$ cat src/rtl/cssp_pkg.sv
`timescale 1ns / 1ps
`default_nettype none

package cssp_pkg;

    typedef enum logic [3:0] {
        M_LINE  = 4'd0,
        M_KEY   = 4'd1,
        M_REST  = 4'd2,
        M_QTRK  = 4'd3,
        M_QOTH  = 4'd4,
        M_BTRK  = 4'd5,
        M_BOTH  = 4'd6,
        M_IWAIT = 4'd7,
        M_IDIG  = 4'd8
    } cssp_mode_t;

    localparam logic [2:0] KIND_TRACK     = 3'd0;
    localparam logic [2:0] KIND_TITLE     = 3'd1;
    localparam logic [2:0] KIND_TITLE_END = 3'd2;
    localparam logic [2:0] KIND_POSITION  = 3'd3;
    localparam logic [2:0] KIND_ERROR     = 3'd4;
    localparam logic [2:0] KIND_DONE      = 3'd5;

    localparam logic [2:0] ERR_TOO_MANY    = 3'd0;
    localparam logic [2:0] ERR_NO_TRACK    = 3'd1;
    localparam logic [2:0] ERR_BAD_INDEX   = 3'd2;
    localparam logic [2:0] ERR_UNKNOWN_KW  = 3'd3;
    localparam logic [2:0] ERR_QUOTE       = 3'd4;
    localparam logic [2:0] ERR_UNTERM      = 3'd5;

    localparam logic [2:0] KW_REM   = 3'd0;
    localparam logic [2:0] KW_PERF  = 3'd1;
    localparam logic [2:0] KW_TITLE = 3'd2;
    localparam logic [2:0] KW_TRACK = 3'd3;
    localparam logic [2:0] KW_INDEX = 3'd4;
    localparam logic [2:0] KW_FILE  = 3'd5;
    localparam logic [2:0] KW_NONE  = 3'd7;

    localparam logic [6:0]  TRACK_CAP = 7'd100;
    localparam logic [21:0] POS_MAX   = 22'h3FFFFF;
    localparam int          FIFO_DEPTH = 4;

    localparam logic [7:0] CH_SPACE = 8'h20;
    localparam logic [7:0] CH_TAB   = 8'h09;
    localparam logic [7:0] CH_CR    = 8'h0D;
    localparam logic [7:0] CH_LF    = 8'h0A;
    localparam logic [7:0] CH_QUOTE = 8'h22;
    localparam logic [7:0] CH_COLON = 8'h3A;
    localparam logic [7:0] CH_ZERO  = 8'h30;
    localparam logic [7:0] CH_NINE  = 8'h39;

    typedef struct packed {
        logic [2:0]  event_kind;
        logic [6:0]  track_index;
        logic [21:0] event_value;
        logic [2:0]  err_code;
        logic        last_result;
    } cssp_result_t;

    typedef struct packed {
        logic [1:0]   count;
        cssp_result_t r1;
        cssp_result_t r0;
    } cssp_push_t;

    function automatic logic [3:0] kw_len(input logic [2:0] k);
        case (k)
            KW_REM:   kw_len = 4'd3;
            KW_PERF:  kw_len = 4'd9;
            KW_TITLE: kw_len = 4'd5;
            KW_TRACK: kw_len = 4'd5;
            KW_INDEX: kw_len = 4'd5;
            KW_FILE:  kw_len = 4'd4;
            default:  kw_len = 4'd0;
        endcase
    endfunction

    // character at position p of keyword k, zero past its end
    function automatic logic [7:0] kw_char(input logic [2:0] k, input logic [4:0] p);
        logic [71:0] s;
        logic [3:0]  l;
        logic [6:0]  sh;
        begin
            case (k)
                KW_REM:   s = 72'("REM");
                KW_PERF:  s = 72'("PERFORMER");
                KW_TITLE: s = 72'("TITLE");
                KW_TRACK: s = 72'("TRACK");
                KW_INDEX: s = 72'("INDEX");
                KW_FILE:  s = 72'("FILE");
                default:  s = '0;
            endcase
            l = kw_len(k);
            if ({1'b0, p} < {2'b0, l})
            begin
                sh = 7'({3'b0, l} - 7'd1 - {2'b0, p}) << 3;
                kw_char = s[sh +: 8];
            end
            else
            begin
                kw_char = 8'd0;
            end
        end
    endfunction

    // t below 750: quotient by 75 as a compare chain
    function automatic logic [3:0] div75_small(input logic [9:0] t);
        logic [3:0] q;
        begin
            q = 4'd0;
            for (int i = 1; i <= 9; i++)
            begin
                if (t >= 10'(75 * i))
                    q = 4'(i);
            end
            div75_small = q;
        end
    endfunction

endpackage

`default_nettype wire

$ cat src/rtl/cssp_in_if.sv
`timescale 1ns / 1ps
`default_nettype none

interface cssp_in_if;
    logic       valid;
    logic       ready;
    logic [7:0] in_byte;
    logic       end_of_text;

    modport source (output valid, output in_byte, output end_of_text, input ready);
    modport sink (input valid, input in_byte, input end_of_text, output ready);
endinterface

`default_nettype wire

$ cat src/rtl/cssp_out_if.sv
`timescale 1ns / 1ps
`default_nettype none

interface cssp_out_if;
    logic        valid;
    logic        ready;
    logic [2:0]  event_kind;
    logic [6:0]  track_index;
    logic [21:0] event_value;
    logic [2:0]  err_code;
    logic        last_result;

    modport source (output valid, output event_kind, output track_index,
                    output event_value, output err_code, output last_result, input ready);
    modport sink (input valid, input event_kind, input track_index,
                  input event_value, input err_code, input last_result, output ready);
endinterface

`default_nettype wire

$ cat src/rtl/cssp_out_fifo.sv
`timescale 1ns / 1ps
`default_nettype none

module cssp_out_fifo
    import cssp_pkg::*;
(
    input  wire logic   clk,
    input  wire logic   rst_n,
    input  cssp_push_t  push,
    output logic [2:0]  count,
    cssp_out_if.source  out_ch
);

    cssp_result_t mem_reg [FIFO_DEPTH];
    logic [1:0]   rd_ptr_reg, rd_ptr_next;
    logic [1:0]   wr_ptr_reg, wr_ptr_next;
    logic [2:0]   count_reg, count_next;
    logic         pop;
    cssp_result_t head;

    assign pop   = out_ch.valid && out_ch.ready;
    assign count = count_reg;

    always_comb
    begin
        rd_ptr_next = rd_ptr_reg + 2'(pop);
        wr_ptr_next = wr_ptr_reg + push.count;
        count_next  = count_reg + 3'(push.count) - 3'(pop);
    end

    always_ff @(posedge clk or negedge rst_n)
    begin
        if (!rst_n)
        begin
            rd_ptr_reg <= '0;
            wr_ptr_reg <= '0;
            count_reg  <= '0;
        end
        else
        begin
            rd_ptr_reg <= rd_ptr_next;
            wr_ptr_reg <= wr_ptr_next;
            count_reg  <= count_next;
        end
    end

    always_ff @(posedge clk)
    begin
        if (push.count != 2'd0)
            mem_reg[wr_ptr_reg] <= push.r0;
        if (push.count == 2'd2)
            mem_reg[wr_ptr_reg + 2'd1] <= push.r1;
    end

    assign head = mem_reg[rd_ptr_reg];

    assign out_ch.valid       = (count_reg != 3'd0);
    assign out_ch.event_kind  = head.event_kind;
    assign out_ch.track_index = head.track_index;
    assign out_ch.event_value = head.event_value;
    assign out_ch.err_code    = head.err_code;
    assign out_ch.last_result = head.last_result;

endmodule

`default_nettype wire

$ cat src/rtl/cue_sheet_stream_parser_top.sv
`timescale 1ns / 1ps
`default_nettype none
// Results: a byte's results are written into the output queue at the edge that takes the byte,
//   and the queue head is driven onto the output channel straight from the queue registers.
// Throughput: one byte per cycle; a byte is taken while the four-entry result queue
//   has room for two results, so a slow sink stalls input once the queue holds three.
// Reset (rst_n, async, low): parser to line start, no tracks, queue empty, max_tracks 100.

module cue_sheet_stream_parser_top
    import cssp_pkg::*;
#(
    parameter int TITLE_MAX    = 256,
    parameter int NUMBER_WIDTH = 16
)
(
    input  wire logic        clk,
    input  wire logic        rst_n,
    input  wire logic        psel,
    input  wire logic        penable,
    input  wire logic        pwrite,
    input  wire logic [2:0]  paddr,
    input  wire logic [31:0] pwdata,
    output logic      [31:0] prdata,
    output logic             pready,
    cssp_in_if.sink          in_ch,
    cssp_out_if.source       out_ch
);

    localparam int N     = NUMBER_WIDTH;
    localparam int TL_W  = $clog2(TITLE_MAX + 1);
    localparam int SUM_W = (N + 7 > 22) ? N + 7 : 23;
    localparam logic [N-1:0] NMAX   = {N{1'b1}};
    localparam logic [63:0]  NMAX_W = (64'd1 << N) - 64'd1;
    localparam logic [N-1:0] NMAX_Q = N'(NMAX_W / 64'd75);
    localparam logic [6:0]   NMAX_R = 7'(NMAX_W % 64'd75);

    // configuration
    logic [6:0] max_tracks_reg;
    logic [6:0] limit;

    assign pready = 1'b1;
    assign prdata = paddr[2] ? 32'd0 : {25'd0, max_tracks_reg};
    assign limit  = (max_tracks_reg > TRACK_CAP) ? TRACK_CAP : max_tracks_reg;

    always_ff @(posedge clk or negedge rst_n)
    begin
        if (!rst_n)
            max_tracks_reg <= TRACK_CAP;
        else if (psel && penable && pwrite && !paddr[2])
            max_tracks_reg <= pwdata[6:0];
    end

    // parser state
    cssp_mode_t     mode_reg, mode_next;
    logic [5:0]     match_reg, match_next;
    logic [4:0]     klen_reg, klen_next;
    logic [6:0]     tcount_reg, tcount_next;
    logic           topen_reg, topen_next;
    logic [N-1:0]   field_reg [4];
    logic [N-1:0]   field_next [4];
    logic [N-1:0]   quot_reg, quot_next;    // running frames / 75
    logic [6:0]     rem_reg, rem_next;      // running frames % 75
    logic [1:0]     fcount_reg, fcount_next;
    logic [TL_W-1:0] tlen_reg, tlen_next;
    logic           halted_reg, halted_next;

    logic [2:0]     fifo_count;
    cssp_push_t     push;
    logic           accept;

    // room for the worst case of two results
    assign in_ch.ready = (fifo_count <= 3'd2);
    assign accept      = in_ch.valid && in_ch.ready;

    function automatic cssp_result_t mk(input logic [2:0] kind, input logic [21:0] value,
                                        input logic [2:0] err, input logic open,
                                        input logic [6:0] cnt);
        cssp_result_t r;
        begin
            r.event_kind  = kind;
            r.track_index = open ? (cnt - 7'd1) : 7'd0;
            r.event_value = value;
            r.err_code    = err;
            r.last_result = 1'b0;
            mk = r;
        end
    endfunction

    function automatic logic [5:0] feed(input logic [5:0] m, input logic [4:0] l,
                                        input logic [7:0] b);
        logic [5:0] r;
        begin
            r = m;
            for (int k = 0; k < 6; k++)
            begin
                if ({1'b0, l} >= {2'b0, kw_len(3'(k))} || kw_char(3'(k), l) != b)
                    r[k] = 1'b0;
            end
            feed = r;
        end
    endfunction

    function automatic logic [21:0] position(input logic [N-1:0] q, input logic [N-1:0] s,
                                             input logic [N-1:0] m);
        logic [SUM_W-1:0] sum;
        begin
            sum = SUM_W'(q) + SUM_W'(s) + SUM_W'(m) * SUM_W'(60);
            position = (sum > SUM_W'(POS_MAX)) ? POS_MAX : sum[21:0];
        end
    endfunction

    always_comb
    begin
        logic [7:0]   b;
        logic         eot, blank, crlf, digit, do_res;
        logic [3:0]   d;
        logic [1:0]   n;
        logic [2:0]   found;
        logic [N+3:0] v;
        logic [9:0]   t;
        logic [3:0]   tq;
        cssp_result_t res [2];

        b     = in_ch.in_byte;
        eot   = in_ch.end_of_text;
        blank = (b == CH_SPACE) || (b == CH_TAB);
        crlf  = (b == CH_CR) || (b == CH_LF);
        digit = (b >= CH_ZERO) && (b <= CH_NINE);
        d     = 4'(b - CH_ZERO);
        n      = 2'd0;
        do_res = 1'b0;
        found  = KW_NONE;
        v      = '0;
        t      = '0;
        tq     = '0;
        res[0] = '0;
        res[1] = '0;

        mode_next   = mode_reg;
        match_next  = match_reg;
        klen_next   = klen_reg;
        tcount_next = tcount_reg;
        topen_next  = topen_reg;
        for (int i = 0; i < 4; i++)
            field_next[i] = field_reg[i];
        quot_next   = quot_reg;
        rem_next    = rem_reg;
        fcount_next = fcount_reg;
        tlen_next   = tlen_reg;
        halted_next = halted_reg;

        if (accept && !halted_reg)
        begin
            // byte itself
            case (mode_reg)
                M_LINE:
                begin
                    if (!(blank || crlf))
                    begin
                        match_next = feed(6'h3F, 5'd0, b);
                        klen_next  = 5'd1;
                        mode_next  = M_KEY;
                    end
                end
                M_KEY:
                begin
                    if (blank)
                        do_res = 1'b1;
                    else if (crlf)
                    begin
                        res[n[0]] = mk(KIND_ERROR, '0, ERR_UNKNOWN_KW, topen_next, tcount_next);
                        n = n + 2'd1;
                        halted_next = 1'b1;
                    end
                    else
                    begin
                        match_next = feed(match_reg, klen_reg, b);
                        if (klen_reg != 5'd31)
                            klen_next = klen_reg + 5'd1;
                    end
                end
                M_REST:
                begin
                    if (b == CH_LF)
                        mode_next = M_LINE;
                end
                M_QTRK, M_QOTH:
                begin
                    if (!blank)
                    begin
                        if (b != CH_QUOTE)
                        begin
                            res[n[0]] = mk(KIND_ERROR, '0, ERR_QUOTE, topen_next, tcount_next);
                            n = n + 2'd1;
                            halted_next = 1'b1;
                        end
                        else
                        begin
                            tlen_next = '0;
                            mode_next = (mode_reg == M_QTRK) ? M_BTRK : M_BOTH;
                        end
                    end
                end
                M_BTRK:
                begin
                    if (b == CH_QUOTE)
                    begin
                        res[n[0]] = mk(KIND_TITLE_END, '0, 3'd0, topen_next, tcount_next);
                        n = n + 2'd1;
                        mode_next = M_REST;
                    end
                    else if (32'(tlen_reg) < TITLE_MAX)
                    begin
                        res[n[0]] = mk(KIND_TITLE, 22'(b), 3'd0, topen_next, tcount_next);
                        n = n + 2'd1;
                        tlen_next = tlen_reg + TL_W'(1);
                    end
                end
                M_BOTH:
                begin
                    if (b == CH_QUOTE)
                        mode_next = M_REST;
                end
                M_IWAIT:
                begin
                    if (digit)
                    begin
                        field_next[fcount_reg] = N'(d);
                        quot_next = '0;
                        rem_next  = 7'(d);
                        mode_next = M_IDIG;
                    end
                    else if (!blank)
                    begin
                        res[n[0]] = mk(KIND_ERROR, '0, ERR_BAD_INDEX, topen_next, tcount_next);
                        n = n + 2'd1;
                        halted_next = 1'b1;
                    end
                end
                M_IDIG:
                begin
                    if (digit)
                    begin
                        v  = (N+4)'(field_reg[fcount_reg]) * (N+4)'(10) + (N+4)'(d);
                        t  = 10'(rem_reg) * 10'd10 + 10'(d);
                        tq = div75_small(t);
                        if (v > (N+4)'(NMAX))
                        begin
                            field_next[fcount_reg] = NMAX;
                            quot_next = NMAX_Q;
                            rem_next  = NMAX_R;
                        end
                        else
                        begin
                            field_next[fcount_reg] = v[N-1:0];
                            quot_next = N'((N+4)'(quot_reg) * (N+4)'(10) + (N+4)'(tq));
                            rem_next  = 7'(t - 10'(tq) * 10'd75);
                        end
                    end
                    else if (fcount_reg == 2'd0 && blank)
                    begin
                        fcount_next = 2'd1;
                        mode_next   = M_IWAIT;
                    end
                    else if ((fcount_reg == 2'd1 || fcount_reg == 2'd2) && b == CH_COLON)
                    begin
                        fcount_next = fcount_reg + 2'd1;
                        mode_next   = M_IWAIT;
                    end
                    else if (fcount_reg == 2'd3)
                    begin
                        if (field_reg[0] == N'(1))
                        begin
                            res[n[0]] = mk(KIND_POSITION,
                                           position(quot_reg, field_reg[2], field_reg[1]),
                                           3'd0, topen_next, tcount_next);
                            n = n + 2'd1;
                        end
                        mode_next = (b == CH_LF) ? M_LINE : M_REST;
                    end
                    else
                    begin
                        res[n[0]] = mk(KIND_ERROR, '0, ERR_BAD_INDEX, topen_next, tcount_next);
                        n = n + 2'd1;
                        halted_next = 1'b1;
                    end
                end
                default:
                    mode_next = M_LINE;
            endcase

            // keyword resolution, on a blank or at end of text
            if (do_res || (eot && !halted_next && mode_next == M_KEY))
            begin
                for (int k = 0; k < 6; k++)
                begin
                    if (match_next[k] && {1'b0, kw_len(3'(k))} == klen_next)
                        found = 3'(k);
                end
                case (found)
                    KW_REM, KW_FILE:
                        mode_next = M_REST;
                    KW_PERF:
                        mode_next = M_QOTH;
                    KW_TITLE:
                        mode_next = topen_next ? M_QTRK : M_QOTH;
                    KW_TRACK:
                    begin
                        if (tcount_next >= limit)
                        begin
                            res[n[0]] = mk(KIND_ERROR, '0, ERR_TOO_MANY, topen_next,
                                           tcount_next);
                            n = n + 2'd1;
                            halted_next = 1'b1;
                        end
                        else
                        begin
                            tcount_next = tcount_next + 7'd1;
                            topen_next  = 1'b1;
                            tlen_next   = '0;
                            res[n[0]] = mk(KIND_TRACK, '0, 3'd0, topen_next, tcount_next);
                            n = n + 2'd1;
                            mode_next = M_REST;
                        end
                    end
                    KW_INDEX:
                    begin
                        if (!topen_next)
                        begin
                            res[n[0]] = mk(KIND_ERROR, '0, ERR_NO_TRACK, topen_next,
                                           tcount_next);
                            n = n + 2'd1;
                            halted_next = 1'b1;
                        end
                        else
                        begin
                            for (int i = 0; i < 4; i++)
                                field_next[i] = '0;
                            fcount_next = 2'd0;
                            mode_next   = M_IWAIT;
                        end
                    end
                    default:
                    begin
                        res[n[0]] = mk(KIND_ERROR, '0, ERR_UNKNOWN_KW, topen_next, tcount_next);
                        n = n + 2'd1;
                        halted_next = 1'b1;
                    end
                endcase
            end

            // end of text: close out whatever is pending
            if (eot && !halted_next)
            begin
                case (mode_next)
                    M_QTRK, M_QOTH:
                    begin
                        res[n[0]] = mk(KIND_ERROR, '0, ERR_QUOTE, topen_next, tcount_next);
                        n = n + 2'd1;
                        halted_next = 1'b1;
                    end
                    M_BTRK, M_BOTH:
                    begin
                        res[n[0]] = mk(KIND_ERROR, '0, ERR_UNTERM, topen_next, tcount_next);
                        n = n + 2'd1;
                        halted_next = 1'b1;
                    end
                    M_IWAIT:
                    begin
                        res[n[0]] = mk(KIND_ERROR, '0, ERR_BAD_INDEX, topen_next, tcount_next);
                        n = n + 2'd1;
                        halted_next = 1'b1;
                    end
                    default:
                    begin
                        if (mode_next == M_IDIG && fcount_next != 2'd3)
                        begin
                            res[n[0]] = mk(KIND_ERROR, '0, ERR_BAD_INDEX, topen_next,
                                           tcount_next);
                            n = n + 2'd1;
                            halted_next = 1'b1;
                        end
                        else
                        begin
                            if (mode_next == M_IDIG && field_next[0] == N'(1))
                            begin
                                res[n[0]] = mk(KIND_POSITION,
                                               position(quot_next, field_next[2], field_next[1]),
                                               3'd0, topen_next, tcount_next);
                                n = n + 2'd1;
                            end
                            res[n[0]] = mk(KIND_DONE, '0, 3'd0, topen_next, tcount_next);
                            n = n + 2'd1;
                            mode_next   = M_LINE;
                            match_next  = 6'h3F;
                            klen_next   = '0;
                            tcount_next = '0;
                            topen_next  = 1'b0;
                            for (int i = 0; i < 4; i++)
                                field_next[i] = '0;
                            fcount_next = '0;
                            tlen_next   = '0;
                        end
                    end
                endcase
            end

            if (n != 2'd0)
                res[n[0] ^ 1'b1].last_result = 1'b1;
        end

        push.count = n;
        push.r0    = res[0];
        push.r1    = res[1];
    end

    always_ff @(posedge clk or negedge rst_n)
    begin
        if (!rst_n)
        begin
            mode_reg   <= M_LINE;
            match_reg  <= 6'h3F;
            klen_reg   <= '0;
            tcount_reg <= '0;
            topen_reg  <= 1'b0;
            for (int i = 0; i < 4; i++)
                field_reg[i] <= '0;
            quot_reg   <= '0;
            rem_reg    <= '0;
            fcount_reg <= '0;
            tlen_reg   <= '0;
            halted_reg <= 1'b0;
        end
        else
        begin
            mode_reg   <= mode_next;
            match_reg  <= match_next;
            klen_reg   <= klen_next;
            tcount_reg <= tcount_next;
            topen_reg  <= topen_next;
            for (int i = 0; i < 4; i++)
                field_reg[i] <= field_next[i];
            quot_reg   <= quot_next;
            rem_reg    <= rem_next;
            fcount_reg <= fcount_next;
            tlen_reg   <= tlen_next;
            halted_reg <= halted_next;
        end
    end

    // result queue
    cssp_out_fifo u_fifo
    (
        .clk    (clk),
        .rst_n  (rst_n),
        .push   (push),
        .count  (fifo_count),
        .out_ch (out_ch)
    );

    // queue never overfills
    a_fifo_bound: assert property (@(posedge clk) disable iff (!rst_n)
        fifo_count <= 3'd4)
        else $error("result queue overflow");

    // a halted parser produces nothing
    a_halt_quiet: assert property (@(posedge clk) disable iff (!rst_n)
        halted_reg |-> push.count == 2'd0)
        else $error("results while halted");

    // an error as the first result of a byte halts the parser; an error is always its byte's last result
    a_err_halts: assert property (@(posedge clk) disable iff (!rst_n)
        (push.count != 2'd0 && push.r0.event_kind == KIND_ERROR) |=> halted_reg)
        else $error("error did not halt");

    // a byte with results marks exactly one last result; checked here for the two-result case
    a_last_mark: assert property (@(posedge clk) disable iff (!rst_n)
        push.count == 2'd2 |-> (!push.r0.last_result && push.r1.last_result))
        else $error("last result mark misplaced");

endmodule

`default_nettype wire
$ cat src/flat_wrapper.sv
// flat-port wrapper written by rule: the top's interface ports become plain ports
module cue_sheet_stream_parser_top_flat import cssp_pkg::*;
#(
    parameter int TITLE_MAX    = 256,
    parameter int NUMBER_WIDTH = 16
)
  (clk, rst_n, psel, penable, pwrite, paddr, pwdata, prdata, pready, in_ch_valid, in_ch_in_byte, in_ch_end_of_text, in_ch_ready, out_ch_valid, out_ch_event_kind, out_ch_track_index, out_ch_event_value, out_ch_err_code, out_ch_last_result, out_ch_ready);
  cssp_in_if in_ch_i ();
  cssp_out_if out_ch_i ();
  input  wire logic clk;
  input  wire logic rst_n;
  input  wire logic psel;
  input  wire logic penable;
  input  wire logic pwrite;
  input  wire logic [2:0] paddr;
  input  wire logic [31:0] pwdata;
  output logic      [31:0] prdata;
  output logic pready;
  input wire logic [$bits(in_ch_i.valid)-1:0] in_ch_valid;
  input wire logic [$bits(in_ch_i.in_byte)-1:0] in_ch_in_byte;
  input wire logic [$bits(in_ch_i.end_of_text)-1:0] in_ch_end_of_text;
  output wire logic [$bits(in_ch_i.ready)-1:0] in_ch_ready;
  output wire logic [$bits(out_ch_i.valid)-1:0] out_ch_valid;
  output wire logic [$bits(out_ch_i.event_kind)-1:0] out_ch_event_kind;
  output wire logic [$bits(out_ch_i.track_index)-1:0] out_ch_track_index;
  output wire logic [$bits(out_ch_i.event_value)-1:0] out_ch_event_value;
  output wire logic [$bits(out_ch_i.err_code)-1:0] out_ch_err_code;
  output wire logic [$bits(out_ch_i.last_result)-1:0] out_ch_last_result;
  input wire logic [$bits(out_ch_i.ready)-1:0] out_ch_ready;
  assign in_ch_i.valid = in_ch_valid;
  assign in_ch_i.in_byte = in_ch_in_byte;
  assign in_ch_i.end_of_text = in_ch_end_of_text;
  assign in_ch_ready = in_ch_i.ready;
  assign out_ch_valid = out_ch_i.valid;
  assign out_ch_event_kind = out_ch_i.event_kind;
  assign out_ch_track_index = out_ch_i.track_index;
  assign out_ch_event_value = out_ch_i.event_value;
  assign out_ch_err_code = out_ch_i.err_code;
  assign out_ch_last_result = out_ch_i.last_result;
  assign out_ch_i.ready = out_ch_ready;
  cue_sheet_stream_parser_top #(.TITLE_MAX(TITLE_MAX), .NUMBER_WIDTH(NUMBER_WIDTH)) u_core (.clk(clk), .rst_n(rst_n), .psel(psel), .penable(penable), .pwrite(pwrite), .paddr(paddr), .pwdata(pwdata), .prdata(prdata), .pready(pready), .in_ch(in_ch_i), .out_ch(out_ch_i));
endmodule
$ cat config.mk
export PLATFORM = sky130hd
export DESIGN_NAME = cue_sheet_stream_parser_top_flat
export DESIGN_NICKNAME = d
export VERILOG_FILES = /design/src/rtl/cssp_pkg.sv /design/src/rtl/cssp_in_if.sv /design/src/rtl/cssp_out_if.sv /design/src/rtl/cssp_out_fifo.sv /design/src/rtl/cue_sheet_stream_parser_top.sv /design/src/flat_wrapper.sv
export SDC_FILE = /design/constraint.sdc
export NUM_CORES = 1
export LEC_CHECK = 0
export ABC_AREA = 1
export BUFFER_PORTS_ARGS = -buffer_cell sky130_fd_sc_hd__buf_2
export CAP_MARGIN = 10
export CORE_MARGIN = 2
export CORE_UTILIZATION = 50
export DETAILED_ROUTE_END_ITERATION = 8
export PLACE_DENSITY = 0.67
export SYNTH_ARGS = -nofsm -noshare
export SYNTH_HDL_FRONTEND = slang
export SYNTH_SLANG_ARGS = --single-unit
$ cat constraint.sdc
create_clock -name clk -period 13.25 [get_ports clk]
set_input_delay 3.3125 -clock clk [delete_from_list [all_inputs] [get_ports clk]]
set_output_delay 3.3125 -clock clk [all_outputs]
set_load 0.05 [all_outputs]
; After elaboration in Yosys (flattened, before gate mapping)
; Memories as Yosys holds them, arrays and structs flattened.
; Cells that the tools add are included.
[totals]
ff_bits = 136
ramBits = 144
input_bits = 51
output_inout_bits = 71
word_cells = 616
mem_count = 1
[memory_table]
columns = memory, depth, width, read_ports, rd_clocked_by_memory_dff, write_ports, line_no
row1 = u_core.u_fifo.mem_reg, 4, 36, 1, 0, 2, cssp_out_fifo.sv:14  ; cssp_result_t mem_reg [FIFO_DEPTH];
[classes]
addsub = 36
mul = 6
order_cmp = 44
eq_ne = 53
shift = 12
mux = 378
bitwise = 7
reduce_logical = 61
[op_table]
columns = op, n
row1 = $mux 72, 56
row2 = $shiftx 72x8->8, 12
row3 = $bwmux 72, 10
row4 = $mux 64, 10
row5 = $mux 36, 15
row6 = $mux 8, 54
row7 = $pmux 72 s3, 2
row8 = $mux 4, 59
row9 = $pmux 36 s5, 1
row10 = $demux 36 s1, 4
row11 = $bwmux 64, 2
row12 = $pmux 64 s2, 1
row13 = $mux 16, 7
row14 = $mux 7, 14
row15 = $ne 8x8->1, 12
row16 = $mux 9, 10
row17 = $mux 2, 36
row18 = $or 64x64->64, 1
row19 = $mux 1, 52
row20 = $add 23x22->23, 2
row21 = $gt 23x22->1 const B, 2
row22 = $mux 22, 2
row23 = $mux 6, 7
row24 = $mul 16x4->20 const B, 2
row25 = 88 further kinds, 224

; Depth between registers and ports, before layout
; Gate-level depths: netlist (run 1).
[logic_depth]
word_depth = 56
ltp_mapped = 63
depth_no_buf = 59

; Modules after synthesis
; Synthesis (run 1) repeated with hierarchy kept, for this count alone.
[hier_totals]
hier_cells = 4113
hier_area_um2 = 29782.3
[modules_own_cells]
columns = mod, n_inst, cells_each, area_per_inst_um2
row1 = cue_sheet_stream_parser_top, 1, 3321, 21933.5
row2 = cssp_out_fifo, 1, 792, 7848.8

; Worst setup path after synthesis (run 1)
; No wires, ideal clock.
[synth_timing]
kind = in2reg
startpoint = input port in_ch_in_byte[1]
endpoint = memory u_core.u_fifo.mem_reg[0][15] in the netlist's numbering (data pin)
t_arrival_ps = 10409
path_slack_ps = 2713
stages = 46
path_cell_list = ha_1 fa_1 nand2_1 a21oi_1 xor2_1 o21ai_0 nand3_1 o211ai_1 a21oi_1 ha_1 inv_1 fa_1 xnor2_1 o21ai_0 o21ai_0 ha_1 a21oi_1 o21bai_1 [... 10 more ...] ha_1 nand4_1 o221ai_1 a21oi_1 o21bai_1 nand2_1 nand2_1 nand3_1 nor3_1 nand2_1 clkbuf_1 nand2_1 nand2_1 nand2_1 nand2_1 a21oi_1 nand2_1 inv_1
[synth_rtl]
columns = element, line_no
row1 = "start, declared", flat_wrapper.sv:20  ; input wire logic [$bits(in_ch_i.in_byte)-1:0] in_ch_in_byte;
row2 = "end, declared", cssp_out_fifo.sv:14

==> impl_metrics.toml, run 1 <==
[timing]
max_freq_mhz = 83.8
slew_headroom_pct = 35.8
tightest_slew_ps = 954
post-route-min-period_ps = 11940
finalSetupViolCount = 0
final_max_slew_viol_count = 0
finalSetupTns_ps = 0
hold_viol = 0
skew_ps = 20.6
timing.final.crit_share_pct = 90.1
rsz0062_at_grt = "false"

[clock_network]
ctsRootBufferMaster = "clkbuf_16"
clock_path_buffers = 3
ctsHtreeMaxLevel = 2
clk_pin_slew_ps = 60
holdBufCountCts = 0
cts_buffers = 34
cts_tree = "yes"
cts.sinks = 280
clkLatencyLatePin_ps = 570

[outcome]
status = "completed"

[floorplanning]
start_util_pct = 50.3
die_h_um = 244
rows = 88
ioPinCount = 122
dieArea_mm2 = 0.0597
die_x_um = 244
coreArea_mm2 = 0.0574

[yosys]
ys_seq_area_share_pct = 26.8
synth-seq-cells = 280
syn_avg_cell_area_um2 = 7.17
synth_top_area_share_pct = 15.0
syn_area_mm2 = 0.0289
synth_cell_types = 74
synth_area_leader_cell = "edfxtp_1"
yosys.area_share.simple_pct = 24.6
synthTopCellsByArea = "edfxtp_1, nand2_1, dfrtp_1"
yosys_warnings = 0
synthAdderAreaFrac_pct = 15.1
synth_top_family_by_area = "simple AND/OR/NAND/NOR gates"
synthCells = 4024
async_reset_ff_share_pct = 48.6
synth_mux_area_share_pct = 0
ys.flop_type = "edfxtp_1"
synth_compound_area_share_pct = 18.4
synth_enable_flop_cells = 144
synth-xor-area-share_pct = 4.76

[setup_path]
critPathBufInv = 8
critPathTopFamily = "compound AO/OA/AOI/OAI gates"
r2r_start = "u_core.fcount_reg[0]"
crit_type = "primary input to register"
required_ps = 13690
r2r_setup_slack_ps = 1540
r2r_end = "u_core.u_fifo.mem_reg[0][13]"
cp-startpoint = "in_ch_in_byte[1]"
max_stage_delay_ps = 470
rr_worst_depth = 58
start_kind = "primary input"
critPathMaxFanout = 22
end_kind = "register"
worstPathArrival_ps = 12380
cp_slowest_cell = "a21oi_1"
cp_common_cell = "nand2_1"

[routing]
route.detailed.drc = 0
drt-pass1-iter-count = 7
wl_per_cell_um = 17.8
ant_nets = 0
via_count = 27300
wirelength_um = 86200
drt_iter0_markers = 2826
viasPerCell = 5.66

[min_path]
whs_endpoint = "u_core.u_fifo.count[2]"
hold_depth = 1
min-delay-start = "u_core.u_fifo.count[2]"
min_path_type = "register to register"

[global_route]
grt_max_degree = 86
grtUsageTotal_pct = 28.7
grt_overflow = 0
antenna_found_initial = 0
grt_pass1_wl_um = 138000
first_global_vias = 25400

[power]
power.density_mw_per_mm2 = 80.5
power_w = 0.00249
leakage_nw = 14.3
ir_drop_v = 0.000287

[finish]
area_growth_pct = 7.17
layout-drive-gt1-share_pct = 7.18
nets = 4398
layout_common_cells = "nand2_1, inv_1, nor2_1"
antenna_cells = 0
layout_commonest_cell = "nand2_1"
largest_register_ffs = 144

[placed_design]
place.gp.congestion = 0.944
portBuffers = 68
hpwl_um = 63700

[job]
drv_cap = 0
## how the worst max path moves through the flow
stage	endpoint	slack, ps	cells after the start
6_report	u_core.u_fifo.mem_reg[0][13]	1310	53
5_1_grt	u_core.u_fifo.mem_reg[2][5]	110	53
4_1_cts	u_core.u_fifo.mem_reg[2][5]	1130	52
3_5_place_dp	u_core.u_fifo.mem_reg[2][5]	580	52
3_3_place_gp	u_core.u_fifo.mem_reg[0][5]	690	52
2_1_floorplan	u_core.u_fifo.mem_reg[0][15]	2710	46
## kinds of logic after synthesis
| kind of cell | count (synthesis) |
|---|---|
| other | 2 |
| AO/OA/AOI/OAI | 920 |
| buffers and inverters | 738 |
| XOR/XNOR | 157 |
| flip-flops | 280 |
| AND/OR/NAND/NOR | 1622 |
| adder cells (fa/ha/maj) | 305 |
## layer usage
layer	track usage (%)	part of all wire (%)	up-vias	wire length [um]
met5	0	0	-	0
met4	11.3	4.0	0	3450
met3	3.79	6.8	202	5890
met2	46.7	45	1022	39200
met1	38.8	44	12700	37600
li1	-	-	13400	-
## power by group
| part | internal, W | leakage [nW] | switching, W | total [W] |
|---|---|---|---|---|
| Sequential | 0.000923 | 2.37 | 0.00000635 | 0.000929 |
| Combinational | 0.000127 | 11.4 | 0.000498 | 0.000625 |
| Clock | 0.000522 | 0.522 | 0.000416 | 0.000938 |
## worst reg2reg max path, delay by kind of cell (launching register included)
| kind | cells | cell delay [ps] |
|---|---|---|
| AO/OA/AOI/OAI | 15 | 3190 |
| XOR/XNOR | 1 | 100 |
| AND/OR/NAND/NOR | 28 | 2810 |
| buffers and inverters | 7 | 1660 |
| flip-flops | 1 | 870 |
| adder cells (fa/ha/maj) | 7 | 2950 |
## area by class of cell
cell class	instances	area, um^2
clock inverters	21	205
multi-input cells	3030	18300
fillers	5585	26400
flip-flops and latches	280	7740
inverters	577	2170
well taps	765	957
clock buffers	41	877
repair buffers	119	729
## what timing repair did
action	in CTS	in global routing
resized for setup	0	0
setup endpoints to repair	0	4
setup buffers	0	3
## stage by stage
| step | util (%) | hold WS, ps | setup WS, ps | area, um^2 | std cells |
|---|---|---|---|---|---|
| after floorplan | - | 464 | 2710 | 29000 | 4048 |
| after global placement | 52.0 | 485 | 690 | 29800 | 4768 |
| after detailed placement | 52.0 | 484 | 583 | 29800 | 4768 |
| after CTS | 53.9 | 496 | 1130 | 30900 | 4830 |
| after global routing | 53.9 | 513 | 106 | 30900 | 4833 |
| final | 53.9 | 493 | 1310 | 30900 | 4833 |
## cells in the mapped netlist (12+ instances only)
master,number
nand2_1,894
inv_1,552
nor2_1,341
o21ai_0,304
a21oi_1,297
ha_1,231
nand3_1,197
edfxtp_1,144
dfrtp_1,127
o22ai_1,111
xor2_1,106
clkbuf_1,93
fa_1,74
nand4_1,59
xnor2_1,51
buf_4,40
nor3_1,32
o211ai_1,26
a22oi_1,24
o21bai_1,23
o21ai_1,21
a31oi_1,20
buf_2,18
inv_2,18
a211oi_1,17
nand2_2,16
or2_2,14
nor2_2,12
o31ai_1,12
Note: power is estimated with default switching activity, not from simulation.
==> inputs of run 2 (changes only) <==
HOLD_SLACK_MARGIN = 0.02   (was unset)
PLACE_DENSITY = 0.72   (was 0.67)
==> run 2 against run 1 <==
Register-to-register slack improved by 80 ps. Clock skew shrank 4.0 ps. Non-clock buffer count decreased by 3. Largest cell class unchanged. Critical endpoint is now u_core.u_fifo.mem_reg[2][5]. Highest routed layer unchanged.
==> impl_metrics.toml, run 2 (synthesis gave the netlist of run 1 again) <==
[floorplanning]
rows = 88
ioPinCount = 122
dieArea_mm2 = 0.0597
start_util_pct = 50.3
coreArea_mm2 = 0.0574
die_x_um = 244
die_h_um = 244

[global_route]
grt_pass1_wl_um = 137000
first_global_vias = 26100
antenna_found_initial = 1
grt_overflow = 0
grtUsageTotal_pct = 28.3
grt_max_degree = 86

[finish]
area_growth_pct = 7.21
fin_util_pct = 54.0
fin_area_mm2 = 0.0310
nets = 4392
layout-drive-gt1-share_pct = 7.07
largest_register_ffs = 144
layout_common_cells = "nand2_1, inv_1, nor2_1"
layout_commonest_cell = "nand2_1"

[routing]
route.detailed.drc = 0
wirelength_um = 85600
ant_nets = 0
drt_iter0_markers = 2489
drt-pass1-iter-count = 7
viasPerCell = 5.73
via_count = 27700
wl_per_cell_um = 17.7

[clock_network]
holdBufCountCts = 0
post_cts_buffers = 0
ctsRootBufferMaster = "clkbuf_16"
ctsHtreeMaxLevel = 1
cts_tree = "yes"
cts_resized = 0
clock_path_buffers = 3
clk_pin_slew_ps = 60
cts_buffers = 31
cts.sinks = 280
clkLatencyLatePin_ps = 610

[timing]
tightest_slew_ps = 1050
timing.final.crit_share_pct = 89.0
finalSetupTns_ps = 0
rsz0062_at_grt = "false"
post-route-min-period_ps = 11790
slew_headroom_pct = 29.6
finalSetupViolCount = 0
max_freq_mhz = 84.8
worst_slack_ps = 1460
skew_ps = 16.5
final_max_slew_viol_count = 0
hold_viol = 0

[setup_path]
cp_slowest_cell = "a21oi_1"
r2r_end = "u_core.u_fifo.mem_reg[2][5]"
crit_type = "primary input to register"
worstPathArrival_ps = 12270
end_kind = "register"
max_stage_delay_ps = 490
r2r_setup_slack_ps = 1620
critPathMaxFanout = 22
r2r_start = "u_core.fcount_reg[0]"
start_kind = "primary input"
rr_worst_depth = 60
required_ps = 13730

[min_path]
min_path_type = "register to register"
whs_endpoint = "u_core.u_fifo.count[2]"
min-delay-start = "u_core.u_fifo.count[2]"
hold_depth = 1

[power]
pwr-share-comb_pct = 24.8
switchingPower_w = 0.000890
ir_drop_v = 0.000158
pwr-share-clk_pct = 38.3
power_w = 0.00252
leakage_nw = 14.3
p_seq_share_pct = 36.9
switching_share_pct = 35.3
power.density_mw_per_mm2 = 81.4
p_int_w = 0.00163

[placed_design]
portBuffers = 68
place.gp.congestion = 0.967
dp_slack_ps = 933
hpwl_um = 63200
placed_cell_area_mm2 = 0.0298

[job]
drv_cap = 0

[outcome]
status = "completed"
-- run 2: changes by cell type in the layout (fill, tap and decap cells not counted), sizes merged --
cell,delta
bufinv,+5
clkbuf,-1
clkinvlp,-2
buf,-3
clkinv,-6
diode,+1
-- run 2: worst max path at each step --
stage / start / endpoint / cells past startpoint
after detailed placement: in_ch_in_byte[1] / u_core.u_fifo.mem_reg[2][5] / 53
after floorplan: in_ch_in_byte[1] / u_core.u_fifo.mem_reg[0][15] / 46
after global placement: in_ch_in_byte[1] / u_core.u_fifo.mem_reg[3][5] / 53
final: in_ch_in_byte[1] / u_core.u_fifo.mem_reg[2][5] / 53
after global routing: in_ch_in_byte[1] / u_core.u_fifo.mem_reg[3][5] / 53
after CTS: in_ch_in_byte[1] / u_core.u_fifo.mem_reg[2][5] / 53
-- run 2: layout make-up --
type / count / area, um^2
fill: 5563 / 26400
multi-input combinational: 3030 / 18300
sequential: 280 / 7740
inverter: 577 / 2170
tap: 765 / 957
clock buffer: 40 / 830
timing repair buffer: 116 / 707
clock inverter: 18 / 285
antenna: 1 / 2.50
-- run 2: metrics by stage --
stage,cells,hold slack [ps]
after floorplan,4048,464
after global placement,4768,480
after detailed placement,4768,484
after CTS,4826,496
after global routing,4826,509
final,4827,492
-- run 2: power by group through the flow --
stage                     registers, W  clock network (W)  logic [W]
after detailed placement      0.000947                  0   0.000626
after global placement        0.000946                  0   0.000617
after global routing          0.000931           0.000998   0.000673
final                         0.000930           0.000964   0.000626
after CTS                     0.000929           0.000967   0.000626
after floorplan               0.000945                  0   0.000473
-- run 2: critical path: cells and delay by family --
kind                     cells  cell delay [ps]
AND/OR/NAND/NOR             17             1530
buffers and inverters        8              880
adder cells (fa/ha/maj)      6             2090
XOR/XNOR                     3              610
AO/OA/AOI/OAI               19             3810
-- run 2: routing by layer --
layer	vias up	part of all wire (%)	track usage [%]
met5	-	0	0
met4	0	4.1	11.6
met3	223	7.6	3.58
met2	1107	46	47.2
met1	12900	42	37.2
li1	13400	-	-
